**config.mk**
```make
export PLATFORM = sky130hd
export DESIGN_NAME = intel_hex_record_parser
export DESIGN_NICKNAME = d
export VERILOG_FILES = /design/src/sv/ihex_pkg.sv /design/src/sv/intel_hex_record_parser.sv /design/src/sv/ihex_in_stage.sv /design/src/sv/ihex_core.sv /design/src/sv/ihex_out_stage.sv
export SDC_FILE = /design/constraint.sdc
export NUM_CORES = 1
export LEC_CHECK = 0
export ABC_AREA = 1
export BUFFER_PORTS_ARGS = -buffer_cell sky130_fd_sc_hd__buf_4
export CELL_PAD_IN_SITES_DETAIL_PLACEMENT = 0
export CELL_PAD_IN_SITES_GLOBAL_PLACEMENT = 1
export CORE_UTILIZATION = 44
export DETAILED_ROUTE_END_ITERATION = 7
export PLACE_DENSITY_LB_ADDON = 0.1
export SKIP_LAST_GASP = 1
export SLEW_MARGIN = 10
export SYNTH_ARGS = -nofsm -noshare
export SYNTH_HDL_FRONTEND = slang
export SYNTH_SLANG_ARGS = --single-unit
export TNS_END_PERCENT = 5
```
**constraint.sdc**
```tcl
create_clock -name clk -period 3.7 [get_ports clk]
set_input_delay 0.185 -clock clk [delete_from_list [all_inputs] [get_ports clk]]
set_output_delay 0.185 -clock clk [all_outputs]
set_load 0.01 [all_outputs]
```
**src/sv/ihex_pkg.sv**
```systemverilog
package ihex_pkg;

  localparam int COUNT_BITS = 16;

  localparam logic [7:0] CHAR_MARK = 8'h3A;
  localparam logic [7:0] CHAR_CR   = 8'h0D;
  localparam logic [7:0] CHAR_LF   = 8'h0A;
  localparam logic [7:0] CHAR_NUL  = 8'h00;

  localparam logic [7:0] EOF_TYPE_RESET = 8'h01;

  typedef enum logic [1:0] {
    KIND_DATA   = 2'd0,
    KIND_RECORD = 2'd1,
    KIND_STREAM = 2'd2
  } kind_t;

  typedef enum logic [2:0] {
    ST_OK     = 3'd0,
    ST_MARK   = 3'd1,
    ST_LENGTH = 3'd2,
    ST_CHKSUM = 3'd3,
    ST_NOEOF  = 3'd4
  } status_t;

  typedef struct packed {
    logic [7:0] char_code;
    logic       end_of_input;
  } item_t;

  typedef struct packed {
    kind_t       kind;
    logic [7:0]  byte_value;
    logic [15:0] byte_address;
    logic [7:0]  record_type;
    status_t     status;
    logic [15:0] record_number;
  } result_t;

  function automatic logic [3:0] hex_value(input logic [7:0] c);
    logic [3:0] v;
    v = 4'd0;
    if (c >= 8'h61 && c <= 8'h66) begin
      v = 4'(c - 8'h57);
    end else if (c >= 8'h41 && c <= 8'h46) begin
      v = 4'(c - 8'h37);
    end else if (c >= 8'h30 && c <= 8'h39) begin
      v = 4'(c - 8'h30);
    end
    return v;
  endfunction

  function automatic logic [15:0] sat16(input logic [COUNT_BITS-1:0] n);
    logic [COUNT_BITS+15:0] w;
    w = (COUNT_BITS+16)'(n);
    if (w > (COUNT_BITS+16)'(16'hFFFF)) begin
      return 16'hFFFF;
    end
    return w[15:0];
  endfunction

endpackage

```
**src/sv/intel_hex_record_parser.sv**
```systemverilog
// Channel   Dir  Signals                          Contents
// s_axis    in   s_tvalid s_tready s_tdata[7:0]   char_code; s_tlast = end_of_input
// m_axis    out  m_tvalid m_tready m_tdata[55:0]  result fields; m_tuser = kind
// cfg       in   cfg_we cfg_data[7:0]             eof_record_type
//
// One character is taken per cycle while the output is not stalled; each result
// passes the input register, then the result register, before it is offered.
// Reset clears all parser state and sets eof_record_type to 1.
// A stalled output holds its result; the input keeps flowing while the result
// register is free or being emptied in the same cycle.
module intel_hex_record_parser (
  input  logic        clk,
  input  logic        rst,
  input  logic        s_tvalid,
  output logic        s_tready,
  input  logic [7:0]  s_tdata,   // char_code
  input  logic        s_tlast,   // end_of_input
  output logic        m_tvalid,
  input  logic        m_tready,
  // byte_value, byte_address, record_type, status, record_number, zero fill
  output logic [55:0] m_tdata,
  output logic [1:0]  m_tuser,   // kind
  input  logic        cfg_we,
  input  logic [7:0]  cfg_data
);
  import ihex_pkg::*;

  item_t   in_item;
  item_t   item;
  logic    item_valid;
  logic    out_free;
  logic    advance;
  logic    res_valid;
  result_t res;
  result_t out_res;

  assign in_item.char_code = s_tdata;
  assign in_item.end_of_input = s_tlast;
  assign advance = item_valid && out_free;

  ihex_in_stage u_in (
    .clk        (clk),
    .rst        (rst),
    .in_valid   (s_tvalid),
    .in_ready   (s_tready),
    .in_item    (in_item),
    .item_valid (item_valid),
    .item       (item),
    .take       (advance)
  );

  ihex_core u_core (
    .clk       (clk),
    .rst       (rst),
    .cfg_we    (cfg_we),
    .cfg_data  (cfg_data),
    .advance   (advance),
    .item      (item),
    .res_valid (res_valid),
    .res       (res)
  );

  ihex_out_stage u_out (
    .clk       (clk),
    .rst       (rst),
    .load      (advance && res_valid),
    .res       (res),
    .out_free  (out_free),
    .out_valid (m_tvalid),
    .out_ready (m_tready),
    .out_res   (out_res)
  );

  assign m_tuser = out_res.kind;
  assign m_tdata = {5'b0, out_res.record_number, out_res.status, out_res.record_type,
                    out_res.byte_address, out_res.byte_value};

endmodule

```
**src/sv/ihex_in_stage.sv**
```systemverilog
module ihex_in_stage (
  input  logic          clk,
  input  logic          rst,
  input  logic          in_valid,
  output logic          in_ready,
  input  ihex_pkg::item_t in_item,
  output logic          item_valid,
  output ihex_pkg::item_t item,
  input  logic          take
);
  import ihex_pkg::*;

  assign in_ready = !item_valid || take;

  always_ff @(posedge clk) begin
    if (rst) begin
      item_valid <= 1'b0;
    end else if (in_ready) begin
      item_valid <= in_valid;
    end
    if (in_ready && in_valid) begin
      item <= in_item;
    end
  end

endmodule

```
**src/sv/ihex_core.sv**
```systemverilog
module ihex_core (
  input  logic              clk,
  input  logic              rst,
  input  logic              cfg_we,
  input  logic [7:0]        cfg_data,
  input  logic              advance,
  input  ihex_pkg::item_t   item,
  output logic              res_valid,
  output ihex_pkg::result_t res
);
  import ihex_pkg::*;

  typedef enum logic [3:0] {
    PH_START, PH_LEN, PH_ADDR_HI, PH_ADDR_LO, PH_TYPE, PH_DATA,
    PH_CHK, PH_EOL, PH_EOL_LF, PH_SKIP, PH_ERR, PH_DONE
  } phase_t;

  logic [7:0]            eof_type;
  phase_t                phase, phase_next;
  logic                  second, second_next;
  logic [3:0]            high_nibble, high_nibble_next;
  logic [7:0]            record_length, record_length_next;
  logic [15:0]           record_address, record_address_next;
  logic [7:0]            current_type, current_type_next;
  logic [7:0]            bytes_done, bytes_done_next;
  logic [7:0]            running_sum, running_sum_next;
  logic [COUNT_BITS-1:0] records_seen, records_seen_next;
  logic [7:0]            last_type, last_type_next;
  logic                  any_record, any_record_next;
  status_t               held_error, held_error_next;

  logic       ended;
  logic       do_fail;
  status_t    fail_code;
  logic       complete;
  logic [7:0] byte_val;
  logic [7:0] c;
  status_t    final_code;

  always_comb begin
    c = item.char_code;
    ended = item.end_of_input || (c == CHAR_NUL);
    phase_next = phase;
    second_next = second;
    high_nibble_next = high_nibble;
    record_length_next = record_length;
    record_address_next = record_address;
    current_type_next = current_type;
    bytes_done_next = bytes_done;
    running_sum_next = running_sum;
    records_seen_next = records_seen;
    last_type_next = last_type;
    any_record_next = any_record;
    held_error_next = held_error;
    res_valid = 1'b0;
    res = '0;
    do_fail = 1'b0;
    fail_code = ST_OK;
    complete = 1'b0;
    final_code = ST_OK;
    byte_val = {high_nibble, hex_value(c)};

    if (phase == PH_DONE) begin
      res_valid = 1'b0;
    end else if (ended) begin
      if (held_error != ST_OK) begin
        final_code = held_error;
      end else if (phase != PH_START && phase != PH_SKIP) begin
        final_code = ST_LENGTH;
      end else if (!any_record || last_type != eof_type) begin
        final_code = ST_NOEOF;
      end
      phase_next = PH_DONE;
      res_valid = 1'b1;
      res.kind = KIND_STREAM;
      res.record_type = last_type;
      res.status = final_code;
      res.record_number = sat16(records_seen);
    end else begin
      case (phase)
        PH_START, PH_SKIP: begin
          if (phase == PH_START || c == CHAR_MARK) begin
            if (records_seen != {COUNT_BITS{1'b1}}) begin
              records_seen_next = records_seen + COUNT_BITS'(1);
            end
            second_next = 1'b0;
            high_nibble_next = '0;
            record_length_next = '0;
            record_address_next = '0;
            current_type_next = '0;
            bytes_done_next = '0;
            running_sum_next = '0;
            phase_next = PH_LEN;
          end
          if (phase == PH_START && c != CHAR_MARK) begin
            do_fail = 1'b1;
            fail_code = ST_MARK;
          end
        end
        PH_ERR: begin
          res_valid = 1'b0;
        end
        PH_EOL: begin
          if (c == CHAR_LF) begin
            complete = 1'b1;
          end else if (c == CHAR_CR) begin
            phase_next = PH_EOL_LF;
          end else begin
            do_fail = 1'b1;
            fail_code = ST_LENGTH;
          end
        end
        PH_EOL_LF: begin
          if (c == CHAR_LF) begin
            complete = 1'b1;
          end else begin
            do_fail = 1'b1;
            fail_code = ST_LENGTH;
          end
        end
        default: begin
          if (phase == PH_DATA && (c == CHAR_LF || c == CHAR_CR)) begin
            do_fail = 1'b1;
            fail_code = ST_LENGTH;
          end else if (!second) begin
            high_nibble_next = hex_value(c);
            second_next = 1'b1;
          end else begin
            second_next = 1'b0;
            running_sum_next = running_sum + byte_val;
            case (phase)
              PH_LEN: begin
                record_length_next = byte_val;
                phase_next = PH_ADDR_HI;
              end
              PH_ADDR_HI: begin
                record_address_next = {byte_val, 8'h00};
                phase_next = PH_ADDR_LO;
              end
              PH_ADDR_LO: begin
                record_address_next = {record_address[15:8], byte_val};
                phase_next = PH_TYPE;
              end
              PH_TYPE: begin
                current_type_next = byte_val;
                phase_next = (record_length == 8'd0) ? PH_CHK : PH_DATA;
              end
              PH_DATA: begin
                res_valid = 1'b1;
                res.kind = KIND_DATA;
                res.byte_value = byte_val;
                res.byte_address = record_address + 16'(bytes_done);
                res.record_type = current_type;
                res.status = ST_OK;
                res.record_number = sat16(records_seen);
                bytes_done_next = bytes_done + 8'd1;
                if (bytes_done + 8'd1 == record_length) begin
                  phase_next = PH_CHK;
                end
              end
              default: begin
                phase_next = PH_EOL;
              end
            endcase
          end
        end
      endcase

      if (complete) begin
        if (running_sum != 8'd0) begin
          do_fail = 1'b1;
          fail_code = ST_CHKSUM;
        end else begin
          last_type_next = current_type;
          any_record_next = 1'b1;
          phase_next = PH_SKIP;
          res_valid = 1'b1;
          res.kind = KIND_RECORD;
          res.byte_address = record_address;
          res.record_type = current_type;
          res.status = ST_OK;
          res.record_number = sat16(records_seen);
        end
      end

      if (do_fail) begin
        held_error_next = fail_code;
        phase_next = PH_ERR;
        res_valid = 1'b1;
        res = '0;
        res.kind = KIND_RECORD;
        res.byte_address = record_address_next;
        res.record_type = current_type_next;
        res.status = fail_code;
        res.record_number = sat16(records_seen_next);
      end
    end
  end

  always_ff @(posedge clk) begin
    if (rst) begin
      eof_type <= EOF_TYPE_RESET;
      phase <= PH_START;
      second <= 1'b0;
      high_nibble <= '0;
      record_length <= '0;
      record_address <= '0;
      current_type <= '0;
      bytes_done <= '0;
      running_sum <= '0;
      records_seen <= '0;
      last_type <= '0;
      any_record <= 1'b0;
      held_error <= ST_OK;
    end else begin
      if (cfg_we) begin
        eof_type <= cfg_data;
      end
      if (advance) begin
        phase <= phase_next;
        second <= second_next;
        high_nibble <= high_nibble_next;
        record_length <= record_length_next;
        record_address <= record_address_next;
        current_type <= current_type_next;
        bytes_done <= bytes_done_next;
        running_sum <= running_sum_next;
        records_seen <= records_seen_next;
        last_type <= last_type_next;
        any_record <= any_record_next;
        held_error <= held_error_next;
      end
    end
  end

endmodule

```
**src/sv/ihex_out_stage.sv**
```systemverilog
module ihex_out_stage (
  input  logic              clk,
  input  logic              rst,
  input  logic              load,
  input  ihex_pkg::result_t res,
  output logic              out_free,
  output logic              out_valid,
  input  logic              out_ready,
  output ihex_pkg::result_t out_res
);
  import ihex_pkg::*;

  assign out_free = !out_valid || out_ready;

  always_ff @(posedge clk) begin
    if (rst) begin
      out_valid <= 1'b0;
    end else if (out_free) begin
      out_valid <= load;
    end
    if (out_free && load) begin
      out_res <= res;
    end
  end

endmodule
```
Word-level counts from Yosys, hierarchy flattened

Cells that the tools add are included.

Register bits after elaboration: 157
Latch bits: 0
Bits in writable memories: 0
Bits in read-only memories: 0
Memories kept: 0

$add $sub $neg: 7
Multipliers: 0
Div/mod/pow operators: 0
$lt $le $gt $ge: 6
Equality and inequality tests: 21
Shift operators: 0
Muxes and demuxes: 94
Bitwise logic cells: 6
Reductions and logical operators: 44

Operators by type and width:

| operator              | count |
|---|---|
| $mux 53               | 4 |
| $mux 8                | 13 |
| $mux 16               | 6 |
| $mux 43               | 2 |
| $mux 4                | 16 |
| $pmux 16 s2           | 2 |
| $pmux 8 s2            | 4 |
| $mux 51               | 1 |
| $mux 27               | 1 |
| $mux 1                | 26 |
| $pmux 4 s5            | 1 |
| $mux 3                | 6 |
| $add 16x1->16 const B | 1 |
| $add 16x8->16         | 1 |
| $eq 4x4->1 const B    | 4 |
| $eq 8x4->1 const B    | 2 |
| $ge 8x7->1 const B    | 2 |
| $le 8x7->1 const B    | 2 |
| $logic_not 8->1       | 2 |
| $ne 16x16->1 const B  | 1 |
| $reduce_and 8->1      | 2 |
| $mux 2                | 7 |
| $reduce_and 7->1      | 2 |
| $eq 4x3->1 const B    | 3 |
| 38 further kinds      | 67 |

Longest topological paths before layout

Gate-level depths: netlist (run 1).

Depth in word-level cells: 14
Depth in mapped cells: 17

By module

From an unflattened synthesis (run 1), not the netlist that was laid out.

Cells, all modules: 1,270
Area total of the unflattened synthesis: 9,133.8 µm²

Modules (own cells, without submodules):

| module                  | instances | cells an instance | area each (µm²) |
|---|---|---|---|
| ihex_core               | 1         | 1,186             | 7,118.1 |
| ihex_out_stage          | 1         | 59                | 1,639.1 |
| ihex_in_stage           | 1         | 15                | 317.8 |
| intel_hex_record_parser | 1         | 10                | 58.8 |

Worst setup path after synthesis (run 1)

Ideal clock, no wire load.

Kind: register to register
From: register, netlist name u_in.item[1]
To: register, netlist name u_out.out_res[0]
Arrival time: 2.746 ns
Data required time: 3.293 ns
Setup slack: 0.547 ns
Stages on the path, launching flop included: 12
Path buffers: 0
Period minus slack after synthesis: 3.153 ns
Path through: edfxtp_1 -> inv_1 -> ha_1 -> nand3_1 -> nor2_1 -> o21ai_2 -> nand3_2 -> nand2_2 -> inv_2 -> nand3_1 -> nand2_1 -> inv_1

Word-level cells in the longest chain between the ends: 14

Ends and longest elaborated chain:

| what                                 | line                          | RTL |
|---|---|---|
| $eq 8x4->1, on equally long branches | n/a                           |  |
| $logic_or 1x1->1                     | ihex_core.sv:122              | `if (phase == PH_DATA && (c == CHAR_LF \|\| c == CHAR_CR)) begin` |
| $logic_and 1x1->1                    | ihex_core.sv:122              |  |
| $mux 1                               | ihex_core.sv:122              |  |
| $pmux 1 s4                           | ihex_core.sv:80               | `case (phase)` |
| $mux 1                               | ihex_core.sv:170              | `if (running_sum != 8'd0) begin` |
| $mux 1                               | ihex_core.sv:169              | `if (complete) begin` |
| $mux 1                               | ihex_core.sv:65               | `end else if (ended) begin` |
| $mux 1                               | ihex_core.sv:63               | `if (phase == PH_DONE) begin` |
| $mux 1                               | ihex_core.sv:186              | `if (do_fail) begin` |
| $mux 1 *                             | ihex_core.sv:65               |  |
| $mux 1 *                             | ihex_core.sv:63               |  |
| $logic_and 1x1->1 *                  | intel_hex_record_parser.sv:66 | `.load (advance && res_valid),` |
| $logic_and 1x1->1 *                  | ihex_out_stage.sv:21          | `if (out_free && load) begin` |

Every way passes the cells marked *; elsewhere a longest branch is shown, timed or not. The select of a mux whose other input is x is not followed.
A chain may end at the register's enable or synchronous reset.

Worst setup path in the final report (run 1)

From: register, netlist name u_in.item[1]
To: register u_core.running_sum[6]

Word-level cells in the longest chain between the ends: 9

Ends and longest elaborated chain:

| what                                            | line             | RTL |
|---|---|---|
| $ge 8x6->1 / $le 8x6->1 (equally long branches) | ihex_pkg.sv:47   | `end else if (c >= 8'h30 && c <= 8'h39) begin` |
| $logic_and 1x1->1                               | ihex_pkg.sv:47   |  |
| $mux 4                                          | ihex_pkg.sv:47   |  |
| $mux 4                                          | n/a              |  |
| $mux 4 *                                        | n/a              |  |
| net u_core.byte_val[0]                          | ihex_core.sv:36  | `logic [7:0] byte_val;` |
| $add 8x8->8 *                                   | ihex_core.sv:130 | `running_sum_next = running_sum + byte_val;` |
| $mux 8 *                                        | ihex_core.sv:125 | `end else if (!second) begin` |
| $mux 8 *                                        | ihex_core.sv:122 |  |
| $pmux 8 s2 *                                    | ihex_core.sv:80  |  |
| end signal: assignment                          | ihex_core.sv:227 | `running_sum <= running_sum_next;` |
| end: declaration                                | ihex_core.sv:26  | `logic [7:0] running_sum, running_sum_next;` |

Mark *: on every way through the listed nets, which the timed path passes. The rest lies on a longest branch. The select of a mux whose other input is x is not followed.

==> metrics.sh, run 1 <==
CRITPATHARRIVALTIME_PS=3560
POSTCTSSETUPREPAIRBUFS=0
GRT_ANTENNA_BEFORE_REPAIR=0
TIMING.CRITICAL_PATH.CELLS='inv_1 > ha_1 > inv_1 > a311oi_1 > nand2_1 > o21ai_0 > ha_1 > inv_1 > fa_1 > o31ai_1 > nand2_1 > nand2_1 > a21oi_1 > inv_1 > a21oi_1 > o21ai_0 > o21ai_0'
DRC=0
STATIC-LEAKAGE-POWER_nW=4.387
NNETSFINAL=1306
VDD_IR_DROP_MAX_V=0.0003081
CTS.REPAIR.RESIZED=0
DIE_W_UM=142.4
COUNT_OF_ANTENNA_VIOLATING_NETS_LEFT_AFTER_DETAILED_ROUTING=0
SYN2LAYOUT_AREA_GROWTH_PCT=18.01
CLOCK_INSERTION_DELAY_WORST_SKEW_PS=430
STATUS='complete, no violations'
ENDPOINT_KIND='flop'
DRTPASS1ITERATIONS=5
ANTENNA_CELLS=0
COUNT_OF_VIAS_PLACED_BY_THE_DETAILED_ROUTER=7948
FIRST_GLOBAL_VIAS=7092
CP_COMMON_CELL='sky130_fd_sc_hd__inv_1'
MAX-CLOCK-PATH-BUFFERS=2
STD_CELL_ROWS=50
PWR_DENSITY_CELL_nW_PER_UM2=420.8
TRACK_USAGE=0.2436
DOMINANTREGCELLSYNTH='sky130_fd_sc_hd__dfxtp_1'
CLOCK_TREE_FROM_TRITONCTS='built'
TIGHTESTPINTRANSITION_PS=721.4
DRT-VIAS-PER-INSTANCE=5.181
POST-ROUTE-WORST-SETUP-SLACK_PS=446.6
WORST_SETUP_SLACK_BEFORE_CLOCK_TREE_SYNTHESIS_PS=450.8
GP_ROUTABILITY_CONGESTION=0.9041
FIN_CRIT_SH=0.8793
MAX_H_TREE_LEVEL=4
REGISTER_BIT_COUNT_REPORTED_BY_YOSYS=156
GRT_MAX_DEGREE=54
YOSYS_WARN_COUNT=0
SETUP.WORST_PATH.CLASS='flop to flop'
SUM_OF_NEGATIVE_SETUP_SLACK_PS=0
HOLDWS_PS=35.25
SYNTH_AREA_LEADER='sky130_fd_sc_hd__dfxtp_1'
FLOORPLAN.IO_PINS=82
MAX-SLEW-MARGIN-REL=0.5190
WORST_PATH_LARGEST_CELL_DELAY_PS=470
SETUP_VIOL=0
SYNTH_TOP_AREA_SHARE=0.2170
SYNTH_EDF_COUNT=62
FLOORPLAN_DIE_AREA_UM2=20270
SLEW_VIOLATIONS=0
DRV.MAX_CAP_VIOLATION_COUNT=0
HOLD_PATH.CLASS='primary input to flop'
DRT-WIRELENGTH-PER-CELL_UM=15.63
POST_SYNTH_NUM_CELL_TYPES=48
CRITICAL_PATH.N_BUFFERS_INVERTERS=4
WL_UM=23970
START_UTIL=0.4559
DRT-INITIAL-DRC-COUNT=618
FINALHOLDVIOLCOUNT=0
FINAL.SETUP_SKEW_PS=13.72
SYN-MEAN-INSTANCE-AREA_UM2=7.405
STARTPOINT_KIND_OF_THE_WORST_SETUP_TIMING_PATH='flop'
POST_SYNTH_INSTANCE_AREA_UM2=8671
CTS.CLK_SLEW.WORST_PATHS_PS=60
TOTAL_OF_BUFFERS_PLACED_ON_INPUT_AND_OUTPUT_PORTS=76
SYNTH.YOSYS.SEQ_AREA_SHARE=0.4317
YOSYS-TOP-CELLS-AREA='sky130_fd_sc_hd__dfxtp_1 22%, sky130_fd_sc_hd__edfxtp_1 21%, sky130_fd_sc_hd__nand2_1 9.7%, sky130_fd_sc_hd__inv_1 8.1%, sky130_fd_sc_hd__a21oi_1 7.1%'
LAYOUT-DRIVE-GT1-SHARE=0.1232
POST-SYNTH-TOP-COUNT-CELL='sky130_fd_sc_hd__nand2_1'
CORE_AREA_UM2=19020
SYNTHESIS.INSTANCES=1171
TRITONCTS_BUFFER_COUNT=17
GRT_PASS1_WL_UM=37630
CTS.SINKS=156
CTSROOTBUFFERMASTER='sky130_fd_sc_hd__clkbuf_16'
SYNTH-ASYNC-RESET-RATIO=0
HPWL_AFTER_DETAILED_PLACEMENT_UM=17000
CRITICAL_PATH.TOP_DELAY_FAMILY='compound AO/OA/AOI/OAI gates'
RSZ0062_AT_GRT='false'
TIMING.FINAL.CRIT_PERIOD_PS=3253
SYNTH_TOP_CELLS_BY_COUNT='223 x sky130_fd_sc_hd__nand2_1, 186 x sky130_fd_sc_hd__inv_1, 123 x sky130_fd_sc_hd__a21oi_1, 105 x sky130_fd_sc_hd__o21ai_0, 100 x sky130_fd_sc_hd__nor2_1'
F_MAX_MHz=307.4
CHIPHEIGHT_UM=142.4
CTS.HOLD.BUFFERS_ADDED=14
GRT_REMAINING_OVERFLOW=0
CRITICAL_PATH.MAX_FANOUT=6
FINISH.UTILIZATION=0.5380
WORST_PATH_MAX_DELAY_CELL='sky130_fd_sc_hd__edfxtp_1'
REQUIRED_PS=4010
==> report_power, final <==
group	internal, mW	switching (mW)	total [mW]
Clock	0.963	0.758	1.72
Combinational	0.222	0.425	0.647
Sequential	1.88	0.0548	1.94
Total	3.07	1.24	4.31
==> layer usage <==
layer  global-route usage  routed length (µm)
met5                    0                   0
met4              0.05886                 325
met3              0.04004                1036
met2               0.3883               10690
met1               0.3428               11920
==> cells in the final DEF (no fill, tap or decap), drive strengths merged, types with 5 or more instances in the layout <==
master,Yosys,layout
edfxtp,62,62
nor2,104,104
xnor2,5,5
nand3,54,54
dlygate4sd3,0,14
o21ai,124,124
ha,21,21
a21oi,127,127
nand2,228,228
nor3,12,12
clkbuf,17,19
buf,20,90
o22ai,32,32
dfxtp,94,94
inv,196,206
o211ai,15,15
xor2,17,17
conb,1,5
nand4,14,14
==> path summary, 6_finish.rpt <==
kind / startpoint / endpoint / slack, ps / cells past startpoint
hold reg to reg: u_core.any_record$_SDFFE_PP0P_ / u_core.any_record$_SDFFE_PP0P_ / 470 / 2
setup / recovery: u_in.item[1]$_DFFE_PP_ / u_core.running_sum[6]$_SDFFE_PP0P_ / 450 / 17
hold / removal: s_tvalid / u_in.item_valid$_SDFFE_PP0N_ / 40 / 3
setup reg to reg: u_in.item[1]$_DFFE_PP_ / u_core.running_sum[6]$_SDFFE_PP0P_ / 450 / 17
==> cells by family after synthesis <==
logic type               share of synthesized area
AND/OR/NAND/NOR                             0.2027
other                                    0.0004325
flip-flops                                  0.4317
AO/OA/AOI/OAI                               0.2023
adder cells (fa/ha/maj)                    0.03492
XOR/XNOR                                   0.02222
buffers and inverters                       0.1056
==> metrics by stage <==
stage	power [mW]	instances	instance area, µm²
floorplan	2.380	1175	8686
global route	4.481	1534	10230
detailed placement	2.608	1488	9523
global placement	2.605	1488	9523
finish	4.306	1534	10230
CTS	4.333	1534	10230
==> area by class of cell <==
cell class	instances	area [µm²]
inverter	197	739.5
multi-input combinational	785	4026
clock inverter	13	126.4
sequential	156	3744
fill	1915	8786
clock buffer	19	442.9
tap	260	325.3
timing repair buffer	104	828.3
==> worst register-to-register path, delay by kind of cell, from the launching register on <==
family / cells / cell delay [ps]
DFF: 1 / 470
adders and majority gates: 3 / 830
AOI/OAI and AO/OA: 7 / 1300
buffers and inverters: 4 / 290
and+or+nand+nor: 3 / 250
==> sequential cells by signal, summed over array words and instances (netlist names), 2 cells and up <==
name,count
u_core.records_seen,16
u_core.last_type,8
u_core.bytes_done,8
u_core.held_error,2
u_core.eof_type,8
u_core.phase,4
u_core.record_address,16
u_in.item,9
u_core.current_type,8
u_core.high_nibble,4
u_core.running_sum,8
u_core.record_length,8
u_out.out_res,53
No activity file was read; power rests on OpenSTA's default activity.
==> run 2: changes to the inputs <==
Settings changed: ABC_CLOCK_PERIOD_IN_PS set to 3700, CORE_ASPECT_RATIO set to 1.25.
==> run 2 against run 1 <==
Sequential share of layout area about the same. First-iteration DRC count fell by 5.5%. Sequential power is essentially flat. Non-clock buffer count shrank 1. Die area barely moved. Via count barely moved. Hold slack lost 9.6 ps. Utilization down 1.1 points. Combinational power about the same.
==> metrics.sh, run 2 (synthesized netlist as in run 1, its figures left out) <==
HOLD_PATH.CLASS='primary input to flop'
GRT.MET2_USAGE=0.4213
CHIPHEIGHT_UM=159.0
CLOCK_TREE_FROM_TRITONCTS='built'
VDD_IR_DROP_MAX_V=0.0003267
ANTENNA_CELLS=0
SYN2LAYOUT_AREA_GROWTH_PCT=17.99
FLOORPLAN_DIE_AREA_UM2=20280
TRACK_USAGE=0.2476
GRT_MAX_DEGREE=51
REQUIRED_PS=4020
COUNT_OF_VIAS_PLACED_BY_THE_DETAILED_ROUTER=7943
MET3_USAGE=0.04570
CTS.SINKS=156
CRITPATHARRIVALTIME_PS=3510
TRITONCTS_BUFFER_COUNT=17
DRC=0
TOTAL_OF_BUFFERS_PLACED_ON_INPUT_AND_OUTPUT_PORTS=76
REGISTERS.TOP_BY_FF_COUNT='u_out.out_res'
FILL_CELLS=1952
GRT_REMAINING_OVERFLOW=0
SETUP.WORST_PATH.CLASS='flop to flop'
GROUTE.LAYER.MET1.USAGE=0.3203
GRT_ANTENNA_BEFORE_REPAIR=0
ENDPOINT_KIND='flop'
FLOORPLAN.IO_PINS=82
SLEW_VIOLATIONS=0
MAX-SLEW-MARGIN-REL=0.5098
FINALHOLDVIOLCOUNT=0
MOST-COMMON-LAYOUT-CELLS='223 x sky130_fd_sc_hd__nand2_1, 185 x sky130_fd_sc_hd__inv_1, 123 x sky130_fd_sc_hd__a21oi_1'
F_MAX_MHz=314.0
STATUS='complete, no violations'
TIGHTESTPINTRANSITION_PS=735.3
LAYOUT_COMMONEST_CELL='sky130_fd_sc_hd__nand2_1'
HOLDWS_PS=25.60
HPWL_AFTER_DETAILED_PLACEMENT_UM=17230
STARTPOINT_KIND_OF_THE_WORST_SETUP_TIMING_PATH='flop'
NNETSFINAL=1305
COUNT_OF_ANTENNA_VIOLATING_NETS_LEFT_AFTER_DETAILED_ROUTING=0
CTSROOTBUFFERMASTER='sky130_fd_sc_hd__clkbuf_16'
WORST_SETUP_SLACK_BEFORE_CLOCK_TREE_SYNTHESIS_PS=406.3
DRTPASS1ITERATIONS=5
PWR_DENSITY_CELL_nW_PER_UM2=419.8
CRITICAL_PATH.MAX_FANOUT=5
STD_CELL_ROWS=57
DIE_W_UM=127.6
CORE_AREA_UM2=19400
MULTI_INPUT_AREA_UM2=4033
SETUP_VIOL=0
DRT-INITIAL-DRC-COUNT=584
GRT-BUSIEST-LAYER='met2'
DRT-VIAS-PER-INSTANCE=5.164
DRV.MAX_CAP_VIOLATION_COUNT=0
TIMING.FINAL.CRIT_PERIOD_PS=3185
STATIC-LEAKAGE-POWER_nW=4.371
START_UTIL=0.4470
LAYOUT-DRIVE-GT1-SHARE=0.1241
GRT_PASS1_WL_UM=38900
CTS.CLK_SLEW.WORST_PATHS_PS=70
MAX-CLOCK-PATH-BUFFERS=2
SUM_OF_NEGATIVE_SETUP_SLACK_PS=0
REG_TOP3='u_out.out_res (53), u_core.record_address (16), u_core.records_seen (16)'
POWER_TOTAL_mW=4.295
POSTCTSSETUPREPAIRBUFS=0
FIN_CRIT_SH=0.8607
CLOCK_INSERTION_DELAY_WORST_SKEW_PS=430
POST-ROUTE-WORST-SETUP-SLACK_PS=515.3
GP_ROUTABILITY_CONGESTION=0.8875
DRT-WIRELENGTH-PER-CELL_UM=15.79
RSZ0062_AT_GRT='false'
AREA_OF_ALL_SEQUENTIAL_STANDARD_CELLS_UM2=3744
WL_UM=24280
FIRST_GLOBAL_VIAS=7582
FINAL.SETUP_SKEW_PS=12.12
LARGEST_REGISTER_FF_COUNT=53
MAX_H_TREE_LEVEL=4
==> run 2: changes by cell type in the layout (fill, tap and decap cells not counted), moves of 2 or more <==
cell                         previous run  this run
sky130_fd_sc_hd__clkinv_4               1         3
sky130_fd_sc_hd__clkinv_2               1         4
sky130_fd_sc_hd__inv_4                  4         0
sky130_fd_sc_hd__clkinvlp_4             0         2
==> run 2: per-stage QoR <==
step                      cells  area (µm²)  utilization
after CTS                  1538       10220       0.5271
after detailed placement   1492        9522       0.4908
final                      1538       10230       0.5274
after global routing       1538       10230       0.5274
after global placement     1492        9522       0.4908
after floorplan            1175        8686            -
==> run 2: worst max-delay path, cell delays in order, from the launching register on <==
cell                       delay, ps
sky130_fd_sc_hd__edfxtp_1        450
sky130_fd_sc_hd__inv_1           120
sky130_fd_sc_hd__ha_1            170
sky130_fd_sc_hd__inv_1            70
sky130_fd_sc_hd__nand3_1          80
sky130_fd_sc_hd__nand3_1         130
sky130_fd_sc_hd__o21ai_0         500
sky130_fd_sc_hd__ha_1            280
sky130_fd_sc_hd__inv_1            60
sky130_fd_sc_hd__fa_1            390
sky130_fd_sc_hd__o31ai_1         310
sky130_fd_sc_hd__nand2_1         110
sky130_fd_sc_hd__nand2_1          70
sky130_fd_sc_hd__a21oi_1          50
sky130_fd_sc_hd__inv_1            70
sky130_fd_sc_hd__a21oi_1          60
sky130_fd_sc_hd__o21ai_0          70
sky130_fd_sc_hd__o21ai_0          90
==> run 2: worst paths after layout <==
check	from	to	slack [ps]	cells after the start
worst max register to register	u_in.item[2]$_DFFE_PP_	u_core.running_sum[6]$_SDFFE_PP0P_	520	17
worst min-delay path	s_tvalid	u_in.item_valid$_SDFFE_PP0N_	30	3
worst max-delay path	u_in.item[2]$_DFFE_PP_	u_core.running_sum[6]$_SDFFE_PP0P_	520	17
worst min register to register	u_core.any_record$_SDFFE_PP0P_	u_core.any_record$_SDFFE_PP0P_	470	2
==> run 2: power breakdown <==
part | internal [mW] | switching, mW
Combinational | 0.220 | 0.430
Clock | 0.936 | 0.771
Sequential | 1.88 | 0.0556
==> run 2: cell type report <==
cell class                      instances  area share
Clock buffer                           17     0.04158
Multi-Input combinational cell        785      0.3942
Tap cell                              265     0.03241
Inverter                              197     0.07228
Clock inverter                         15     0.01345
Timing Repair Buffer                  103     0.08022
Sequential cell                       156      0.3659
==> run 2: layer usage <==
layer  wire length (µm)  share of wire
met1              11230           0.46
met2              11830           0.49
met3                882          0.036
met4                334          0.014
met5                  0              0
==> run 2: what timing repair did <==
| item | 4_1_cts | 5_1_grt |
|---|---|---|
| resized for setup | 0 | 1 |
| hold buffers | 14 | 0 |
| endpoints found under the hold margin | 13 | 0 |
| setup endpoints to repair | 0 | 1 |
